==> src/rtl/mulliken_population_charges_top_assert.svh <==
// Assertion macros for the Mulliken population block.
`ifndef MULLIKEN_POPULATION_CHARGES_TOP_ASSERT_SVH
`define MULLIKEN_POPULATION_CHARGES_TOP_ASSERT_SVH
`ifndef SYNTHESIS
// Clocked check, off during reset.
`define MPC_ASSERT(lbl, prop) \
    lbl: assert property (@(posedge aclk) disable iff (!aresetn) prop) \
        else $error("mpc assertion failed");
// Clocked implication check.
`define MPC_ASSERT_IMP(lbl, ante, cons) \
    `MPC_ASSERT(lbl, (ante) |-> (cons))
`else
`define MPC_ASSERT(lbl, prop)
`define MPC_ASSERT_IMP(lbl, ante, cons)
`endif
`endif

==> src/rtl/mpc_pkg.sv <==
// Package: constants, types and arithmetic helpers for the Mulliken population block.
package mpc_pkg;

    localparam int MAX_ORBITALS = 32;
    localparam int MAX_CENTERS  = 16;
    localparam int TRI_DEPTH    = MAX_ORBITALS * (MAX_ORBITALS + 1) / 2;
    localparam int ORB_W        = $clog2(MAX_ORBITALS);
    localparam int CTR_W        = $clog2(MAX_CENTERS);
    localparam int ADDR_W       = $clog2(TRI_DEPTH);
    localparam int SUM_W        = 70;
    localparam int RES_W        = 48;

    typedef enum logic [2:0] {
        KIND_ALPHA  = 3'd0,
        KIND_BETA   = 3'd1,
        KIND_OVLP   = 3'd2,
        KIND_ORBCTR = 3'd3,
        KIND_CHARGE = 3'd4,
        KIND_RUN    = 3'd5
    } kind_t;

    typedef enum logic {
        REG_NUM_ORBITALS = 1'b0,
        REG_NUM_CENTERS  = 1'b1
    } reg_idx_t;

    typedef enum logic [2:0] {
        ST_IDLE,
        ST_ISSUE,
        ST_DRAIN,
        ST_ROUND,
        ST_SUB_A,
        ST_SUB_B,
        ST_EMIT_POP,
        ST_EMIT_CHG
    } state_t;

    typedef struct packed {
        logic             load;
        logic             start;
        logic             issue;
        logic             round;
        logic             sub_a;
        logic             sub_b;
        logic             emit_pop;
        logic             emit_chg;
        logic             last;
        logic [ORB_W-1:0] orb;
        logic [ORB_W-1:0] col;
        logic [CTR_W-1:0] ctr;
        logic [CTR_W:0]   num_ctr;
    } cmd_t;

    typedef struct packed {
        logic busy;
        logic out_free;
    } status_t;

    // Packed lower-triangle address of element (r, c), either order.
    function automatic logic [ADDR_W-1:0] tri_addr(input logic [ORB_W-1:0] r,
                                                   input logic [ORB_W-1:0] c);
        logic [ORB_W-1:0]  hi;
        logic [ORB_W-1:0]  lo;
        logic [2*ORB_W:0]  prod;
        hi   = (r >= c) ? r : c;
        lo   = (r >= c) ? c : r;
        prod = ({1'b0, hi} * ({1'b0, hi} + 1'b1));
        tri_addr = ADDR_W'((prod >> 1) + lo);
    endfunction

    // Saturating 48-bit subtract.
    function automatic logic signed [RES_W-1:0] sat_sub(input logic signed [RES_W-1:0] a,
                                                        input logic signed [RES_W-1:0] b);
        logic signed [RES_W:0] d;
        d = {a[RES_W-1], a} - {b[RES_W-1], b};
        if (d[RES_W] != d[RES_W-1]) begin
            sat_sub = d[RES_W] ? {1'b1, {(RES_W-1){1'b0}}} : {1'b0, {(RES_W-1){1'b1}}};
        end else begin
            sat_sub = d[RES_W-1:0];
        end
    endfunction

endpackage

==> src/rtl/mpc_ctrl.sv <==
// Controller: run sequencer, configuration registers and loop counters.
module mpc_ctrl
    import mpc_pkg::*;
(
    input  logic        aclk,
    input  logic        aresetn,
    input  logic        s_valid,
    output logic        s_ready,
    input  logic [2:0]  s_kind,
    input  logic        cfg_valid,
    output logic        cfg_ready,
    input  logic        cfg_index,
    input  logic [5:0]  cfg_data,
    input  status_t     status,
    output cmd_t        cmd
);

    state_t           state_reg, state_next;
    logic [ORB_W-1:0] orb_reg, orb_next;
    logic [ORB_W-1:0] col_reg, col_next;
    logic [CTR_W-1:0] ctr_reg, ctr_next;
    logic [5:0]       norb_reg;
    logic [4:0]       nctr_reg;
    logic [ORB_W:0]   n_eff;
    logic [CTR_W:0]   c_eff;
    logic [ORB_W-1:0] last_orb;
    logic [CTR_W-1:0] last_ctr;
    logic             accept;

    assign cfg_ready = 1'b1;
    assign s_ready   = (state_reg == ST_IDLE);
    assign accept    = s_valid && s_ready;

    // Clamp counts into their legal ranges.
    always_comb begin
        if (norb_reg == 6'd0) begin
            n_eff = (ORB_W+1)'(1);
        end else if (32'(norb_reg) > MAX_ORBITALS) begin
            n_eff = (ORB_W+1)'(MAX_ORBITALS);
        end else begin
            n_eff = (ORB_W+1)'(norb_reg);
        end
        if (nctr_reg == 5'd0) begin
            c_eff = (CTR_W+1)'(1);
        end else if (32'(nctr_reg) > MAX_CENTERS) begin
            c_eff = (CTR_W+1)'(MAX_CENTERS);
        end else begin
            c_eff = (CTR_W+1)'(nctr_reg);
        end
    end

    assign last_orb = ORB_W'(n_eff - 1'b1);
    assign last_ctr = CTR_W'(c_eff - 1'b1);

    // Hold configuration registers.
    always_ff @(posedge aclk) begin
        if (!aresetn) begin
            norb_reg <= 6'd32;
            nctr_reg <= 5'd16;
        end else if (cfg_valid && cfg_ready) begin
            case (reg_idx_t'(cfg_index))
                REG_NUM_ORBITALS: norb_reg <= cfg_data;
                REG_NUM_CENTERS:  nctr_reg <= cfg_data[4:0];
                default: ;
            endcase
        end
    end

    // State and counters.
    always_ff @(posedge aclk) begin
        if (!aresetn) begin
            state_reg <= ST_IDLE;
            orb_reg   <= '0;
            col_reg   <= '0;
            ctr_reg   <= '0;
        end else begin
            state_reg <= state_next;
            orb_reg   <= orb_next;
            col_reg   <= col_next;
            ctr_reg   <= ctr_next;
        end
    end

    // Sequence the run.
    always_comb begin
        state_next   = state_reg;
        orb_next     = orb_reg;
        col_next     = col_reg;
        ctr_next     = ctr_reg;
        cmd          = '0;
        cmd.load     = accept;
        cmd.orb      = orb_reg;
        cmd.col      = col_reg;
        cmd.ctr      = ctr_reg;
        cmd.num_ctr  = c_eff;
        cmd.last     = (ctr_reg == last_ctr);
        case (state_reg)
            ST_IDLE: begin
                if (accept && kind_t'(s_kind) == KIND_RUN) begin
                    cmd.start  = 1'b1;
                    orb_next   = '0;
                    col_next   = '0;
                    ctr_next   = '0;
                    state_next = ST_ISSUE;
                end
            end
            ST_ISSUE: begin
                cmd.issue = 1'b1;
                if (col_reg == last_orb) begin
                    col_next   = '0;
                    state_next = ST_DRAIN;
                end else begin
                    col_next = col_reg + 1'b1;
                end
            end
            ST_DRAIN: begin
                if (!status.busy) begin
                    state_next = ST_ROUND;
                end
            end
            ST_ROUND: begin
                cmd.round  = 1'b1;
                state_next = ST_SUB_A;
            end
            ST_SUB_A: begin
                cmd.sub_a  = 1'b1;
                state_next = ST_SUB_B;
            end
            ST_SUB_B: begin
                cmd.sub_b  = 1'b1;
                state_next = ST_EMIT_POP;
            end
            ST_EMIT_POP: begin
                if (status.out_free) begin
                    cmd.emit_pop = 1'b1;
                    if (orb_reg == last_orb) begin
                        state_next = ST_EMIT_CHG;
                    end else begin
                        orb_next   = orb_reg + 1'b1;
                        state_next = ST_ISSUE;
                    end
                end
            end
            ST_EMIT_CHG: begin
                if (status.out_free) begin
                    cmd.emit_chg = 1'b1;
                    if (ctr_reg == last_ctr) begin
                        state_next = ST_IDLE;
                    end else begin
                        ctr_next = ctr_reg + 1'b1;
                    end
                end
            end
            default: state_next = ST_IDLE;
        endcase
    end

endmodule

==> config.mk <==
export PLATFORM = sky130hd
export DESIGN_NAME = mpc_ctrl
export DESIGN_NICKNAME = d
export VERILOG_FILES = /design/src/rtl/mulliken_population_charges_top_assert.svh /design/src/rtl/mpc_pkg.sv /design/src/rtl/mpc_ctrl.sv
export SDC_FILE = /design/constraint.sdc
export NUM_CORES = 1
export LEC_CHECK = 0
export BUFFER_PORTS_ARGS = -buffer_cell sky130_fd_sc_hd__clkbuf_2
export CORE_UTILIZATION = 59
export CTS_BUF_LIST = sky130_fd_sc_hd__clkbuf_8
export DETAILED_ROUTE_END_ITERATION = 10
export PLACE_DENSITY_LB_ADDON = 0.08
export SYNTH_ARGS = -nofsm -noshare
export SYNTH_HDL_FRONTEND = slang
export SYNTH_SLANG_ARGS = --single-unit
==> constraint.sdc <==
create_clock -name aclk -period 7.27 [get_ports aclk]
set_input_delay 1.454 -clock aclk [delete_from_list [all_inputs] [get_ports aclk]]
set_output_delay 1.454 -clock aclk [all_outputs]
set_load 0.05 [all_outputs]
Word-level counts from Yosys, hierarchy flattened --
Cells that the tools add are included.
Operators by class: equal/unequal tests 19, add/sub/neg operators 5, shift-type cells 0, reduce and logical (&&, ||, !) cells 14, div/mod/pow operators 0, bitwise logic cells 1, multipliers 0, multiplexer cells 31, $lt $le $gt $ge 2
Operator list (count):
- 5-bit two-way mux | 8
- 3-bit one-hot mux with 8 select lines | 1
- 3-bit two-way mux | 7
- 5-bit one-hot mux with 2 select lines | 2
- 3-bit equality test (second input constant) | 5
- 2-bit != test (second input constant) | 7
- 4-bit two-way mux | 3
- 5-bit by 1-bit adder with 5-bit output (second input constant) | 2
- 5-bit equality test | 2
- 1-bit two-way mux | 9
- 4-bit one-hot mux with 2 select lines | 1
- 4-bit AND reduction | 2
- 3-bit by 2-bit equality test with 1-bit output (second input constant) | 2
- 6-bit > comparator (second input constant) | 1
- 6-bit zero test | 1
- 2-bit AND reduction | 3
- 6-bit AND reduction | 1
- 2-bit nonzero test | 3
- 5-bit > comparator (second input constant) | 1
- 5-bit zero test | 1
- 5-bit by 1-bit subtractor with 5-bit output (second input constant) | 1
- 4-bit by 1-bit adder with 4-bit output (second input constant) | 1
- 4-bit equality test | 1
- 4-bit by 1-bit subtractor with 4-bit output (second input constant) | 1
- 5 further kinds | 6
Storage, ports and cells: memory bits (writable) 0, memories 0, logic and storage cells 78, register bits after elaboration 28, ROM bits 0, latch bits 0, output and inout port bits 30

Longest topological paths before layout --
depth after elaboration 8, mapped depth 10, depth with buffers taken out 9

Least setup slack after synthesis --
Ideal clock, no wire load.
path type input-to-output, from in s_kind[1], to out cmd[26] (netlist bit), data required time 5.816 ns, path slack 3.258 ns, buffers on the path 1, stages on the path 4, arrival 2.558 ns, path through nand4b_1 or4_1 clkbuf_1 inv_1
RTL lines:
- start, declared | line mpc_ctrl.sv:9 | input logic [2:0] s_kind,
- end, declared | line mpc_ctrl.sv:15 | output cmd_t cmd

==> results by stage <==
Synthesis:
- The number of synthesized register bits is 28.
- The fraction of synthesized area in multiplexers is 6.104%.
- Summing the areas of all compound-gate instances in the mapped netlist gives 19.75% of the synthesized area.
- The sequential-to-total area share from yosys stat is 30.73%.
- The post-synthesis cell type count is 57.
- The count of yosys warnings during synthesis is 0.
- The combinational family with the most area after synthesis is simple AND/OR/NAND/NOR gates.
- The synthesized netlist devotes 3.429% of its cell area to adder and majority cells.
- In this run, synthesis inferred 0 flip-flops with an integrated enable.
- Summing the areas of all xor and xnor instances in the mapped netlist gives 7.270% of the synthesized area.
- The leading register cell type out of synthesis is sky130_fd_sc_hd__dfxtp_1.
- The number of nets produced by synthesis is 245.
- Of the total synthesized cell area, the portion taken by AND, OR, NAND and NOR gates is 28.12%.
- The synthesized instance count is 224.
- Dividing the synthesized area by the synthesized cell count gives 8.144 µm².
- The mapped netlist covers 0.001824 mm².
- The async set-reset flop share out of synthesis is 0%.

Power and ir drop:
- The worst-case vdd ir drop is 0.0001503 V.
- In this run the power density over the cells is 190.8 mW/mm².
- The analysis attributes to cell leakage a power of 0.9926 nW.

Global routing:
- The global routing usage summed across all routing layers is 26.55%.
- The largest net degree at the start of global routing is 20.
- The number of global-route vias before repair is 1,580.
- The initial antenna violation count was 0.
- The global-route wire length before repair is 6893 µm.
- The total overflow left after global routing is 0.

Critical path:
- The element type at the critical path start is a flip-flop.
- Walking the worst path, the cells encountered are nor4_1 > nor2_1 > ha_1 > xnor2_1 > xnor2_1 > nor4b_1 > and2_1 > clkbuf_2.
- Along the worst path, the maximum fanout reaches 8.
- STA puts the critical path data arrival time at 2820 ps.
- The critical path class is flip-flop to output port.
- The largest single stage delay on the critical path is 580 ps.
- Among all stages on the critical path, the largest delay is contributed by sky130_fd_sc_hd__nor4b_1.
- The kind of end point of the critical path is an output port.
- The data required time at the worst endpoint is 5820 ps.
- The most frequent cell on the critical path is sky130_fd_sc_hd__xnor2_1.

Clocking:
- The number of clock sinks is 28.
- Once the clock tree was built, the resizer swapped 0 gates to a different size.
- The master cell of the clock root buffer is sky130_fd_sc_hd__clkbuf_8.
- The clock slew seen by the registers of the worst setup and hold paths is 90 ps.
- In this run, CTS created clock tree buffers numbering 3.
- In this run the number of H-tree levels came out at 1.
- In this run the deepest clock path goes through 2 buffers.
- Clock latency on the worst-skew pair, taken at its later pin, is 270 ps.
- Hold repair after CTS inserted 0 buffers.
- TritonCTS built the clock tree.
- The number of post-CTS setup repair buffers is 0.

Floorplanning:
- The initial utilization of the core area, before any placement, comes to 63.95%.
- The number of top-level pins is 46.
- The die area is 0.003318 mm².
- The floorplan row count is 19.
- The horizontal die dimension is 57.61 µm.
- The chip height is 57.61 µm.
- The core region area is 0.002853 mm².

Detailed routing:
- The total routed wirelength is 3984 µm.
- The number of design rule violations left after detail routing is 8.
- In the final routed layout, each cell accounts on average for 13.60 µm.
- In the routed layout, each cell is associated on average with a via count of 5.860.
- The first-pass iteration count of the detailed router is 7.
- The first routing iteration left 76 violations.
- The residual antenna-violating net count after detailed routing is 0.
- The routed via count is 1,717.

Placed design:
- Counting tap cells, the placed design contains a total of 289 instances.
- The count of buffers from port buffering is 44.
- Timing analysis after detailed placement gives a worst setup slack of 3032 ps.
- Summing all placed instances gives a cell area of 0.002037 mm².
- Detailed placement finished with a half-perimeter wire length of 3072 µm.
- The routability congestion estimate from global placement is 0.8082.

Timing:
- The setup violation total in the final timing report is 0.
- The routed design could run at a clock period as short as 4270 ps.
- On the final layout, the worst clock skew is 6.293 ps.
- Setup repair after global routing left no endpoint under its margin.
- Based on the critical path, the design can be clocked at up to 0.2342 GHz.
- The worst slew margin relative to its limit is 28.41%.
- Setup total negative slack on the finished layout was measured at 0 ps.
- For the pin with the worst max-slew slack, the measured transition is 1066 ps.
- The final hold violation count is 0.
- The final number of max-transition violations is 0.
- The share of the clock period used by the worst path after layout is 58.73%.
- In the post-route analysis, the smallest setup slack over all paths is 3000 ps.

Finish:
- The layout-stage area growth over the synthesis result is 15.57%.
- The cell area after layout is 0.002108 mm².
- At the end of the flow, the number of nets in the layout was 284.
- The count of inserted antenna diode cells is 0.
- The post-route netlist has 22.52% of its cells at a drive strength greater than 1.
- The non-filler instance count after layout is 293.
- The register with the most flip-flops in the layout has 6 of them.

Worst hold path:
- The worst hold path class is flip-flop to flip-flop.

Outcome:
- The final reports fail on DRC.
- The run finished, with violations left.

Run:
- Across the run, the number of max-cap violations was 0.
[synthesized netlist by cell type, types with 2 or more instances]
master                     number  area share (%)
sky130_fd_sc_hd__xnor3_1        2             2.5
sky130_fd_sc_hd__buf_4          2            0.82
sky130_fd_sc_hd__a31oi_1        3             1.0
sky130_fd_sc_hd__xnor2_1        5             2.4
sky130_fd_sc_hd__nand4_1        2            0.69
sky130_fd_sc_hd__and2_1         3             1.0
sky130_fd_sc_hd__and2b_2        2            0.96
sky130_fd_sc_hd__ha_1           5             3.4
sky130_fd_sc_hd__inv_1          8             1.6
sky130_fd_sc_hd__o21a_1         3             1.2
sky130_fd_sc_hd__xor2_1         5             2.4
sky130_fd_sc_hd__nor2_1        22             4.5
sky130_fd_sc_hd__nor3_1         8             2.2
sky130_fd_sc_hd__a21oi_1       15             4.1
sky130_fd_sc_hd__nand2b_1       2            0.69
sky130_fd_sc_hd__dfxtp_1       28              31
sky130_fd_sc_hd__a211oi_1       2            0.82
sky130_fd_sc_hd__clkbuf_1       7             1.4
sky130_fd_sc_hd__or3_2          2            0.82
sky130_fd_sc_hd__o21ai_0        7             1.9
sky130_fd_sc_hd__or3_1          4             1.4
sky130_fd_sc_hd__nor2b_1        6             2.1
sky130_fd_sc_hd__nand3_1       14             3.8
sky130_fd_sc_hd__o31ai_1        2            0.82
sky130_fd_sc_hd__mux2i_1       10             5.5
sky130_fd_sc_hd__nand2_1       24             4.9
[cell type report]
type,count,area (µm²)
Inverter,9,33.78
Clock inverter,1,30.03
Tap cell,31,38.79
Sequential cell,28,560.5
Timing Repair Buffer,44,220.2
Multi-Input combinational cell,177,1184
Clock buffer,3,41.29
Fill cell,230,744.5
[kinds of logic (layout without fill, tap and decap cells)]
group                    count (synthesis)  after routing
other                                    1              1
flip-flops                              28             28
multiplexers                            11             11
adder cells (fa/ha/maj)                  5              5
buffers and inverters                   19             57
XOR/XNOR                                12             12
AND/OR/NAND/NOR                         99             99
AO/OA/AOI/OAI                           49             49
[power by group]
part | leakage [nW] | internal [mW] | switching [mW] | total [mW]
sequential | 0.228 | 0.161 | 0.0133 | 0.174
combinational | 0.729 | 0.0335 | 0.0714 | 0.105
clock | 0.0357 | 0.0737 | 0.0495 | 0.123
[layer usage]
layer | routed length [µm] | vias to the layer above | GRT usage [%]
met5 | 0 | - | 0
met4 | 32 | 0 | 5.923
met3 | 174 | 4 | 4.535
met2 | 1886 | 51 | 46.01
met1 | 1891 | 787 | 34.41
li1 | - | 875 | -
[path summary, 6_finish.rpt]
check	start	endpoint	slack, ps	depth (start not counted)
hold reg to reg	nctr_reg[0]	nctr_reg[0]	480	2
setup / recovery	nctr_reg[4]	cmd[19]	3000	8
setup reg to reg	nctr_reg[4]	ctr_reg[3]	4330	9
hold / removal	nctr_reg[0]	nctr_reg[0]	480	2
[stage by stage]
stage | utilization (%) | hold slack (ps) | total power [mW]
2_1_floorplan | - | 440.4 | 0.2599
3_3_place_gp | 71.40 | 460.5 | 0.2800
3_5_place_dp | 71.40 | 477.7 | 0.2823
4_1_cts | 73.90 | 490.0 | 0.4038
5_1_grt | 73.90 | 512.7 | 0.4215
6_report | 73.90 | 484.0 | 0.4022
[worst max-delay path, delay by kind of cell, from the launching register on]
family	cells	cell delay, ps
XOR/XNOR	2	260
adder cells (fa/ha/maj)	1	230
buffers and inverters	1	280
flip-flops	1	380
AND/OR/NAND/NOR	4	1390
[cell usage in the layout (no fill, tap or decap), types with 2 or more instances in the layout]
cell type / Yosys / final
sky130_fd_sc_hd__a211oi_1: 2 / 2
sky130_fd_sc_hd__a21oi_1: 15 / 15
sky130_fd_sc_hd__a31oi_1: 3 / 3
sky130_fd_sc_hd__and2_1: 3 / 3
sky130_fd_sc_hd__and2b_2: 2 / 2
sky130_fd_sc_hd__clkbuf_2: 0 / 44
sky130_fd_sc_hd__clkbuf_8: 0 / 3
sky130_fd_sc_hd__dfxtp_1: 28 / 28
sky130_fd_sc_hd__ha_1: 5 / 5
sky130_fd_sc_hd__inv_1: 8 / 8
sky130_fd_sc_hd__mux2i_1: 10 / 10
sky130_fd_sc_hd__nand2_1: 24 / 24
sky130_fd_sc_hd__nand2b_1: 2 / 2
sky130_fd_sc_hd__nand3_1: 14 / 14
sky130_fd_sc_hd__nand4_1: 2 / 2
sky130_fd_sc_hd__nor2_1: 22 / 22
sky130_fd_sc_hd__nor2b_1: 6 / 6
sky130_fd_sc_hd__nor3_1: 8 / 8
sky130_fd_sc_hd__o21a_1: 3 / 3
sky130_fd_sc_hd__o21ai_0: 7 / 7
sky130_fd_sc_hd__o31ai_1: 2 / 2
sky130_fd_sc_hd__or3_1: 4 / 4
sky130_fd_sc_hd__or3_2: 2 / 2
sky130_fd_sc_hd__xnor2_1: 5 / 5
sky130_fd_sc_hd__xnor3_1: 2 / 2
sky130_fd_sc_hd__xor2_1: 5 / 5
(Power assumes the default switching activity.)
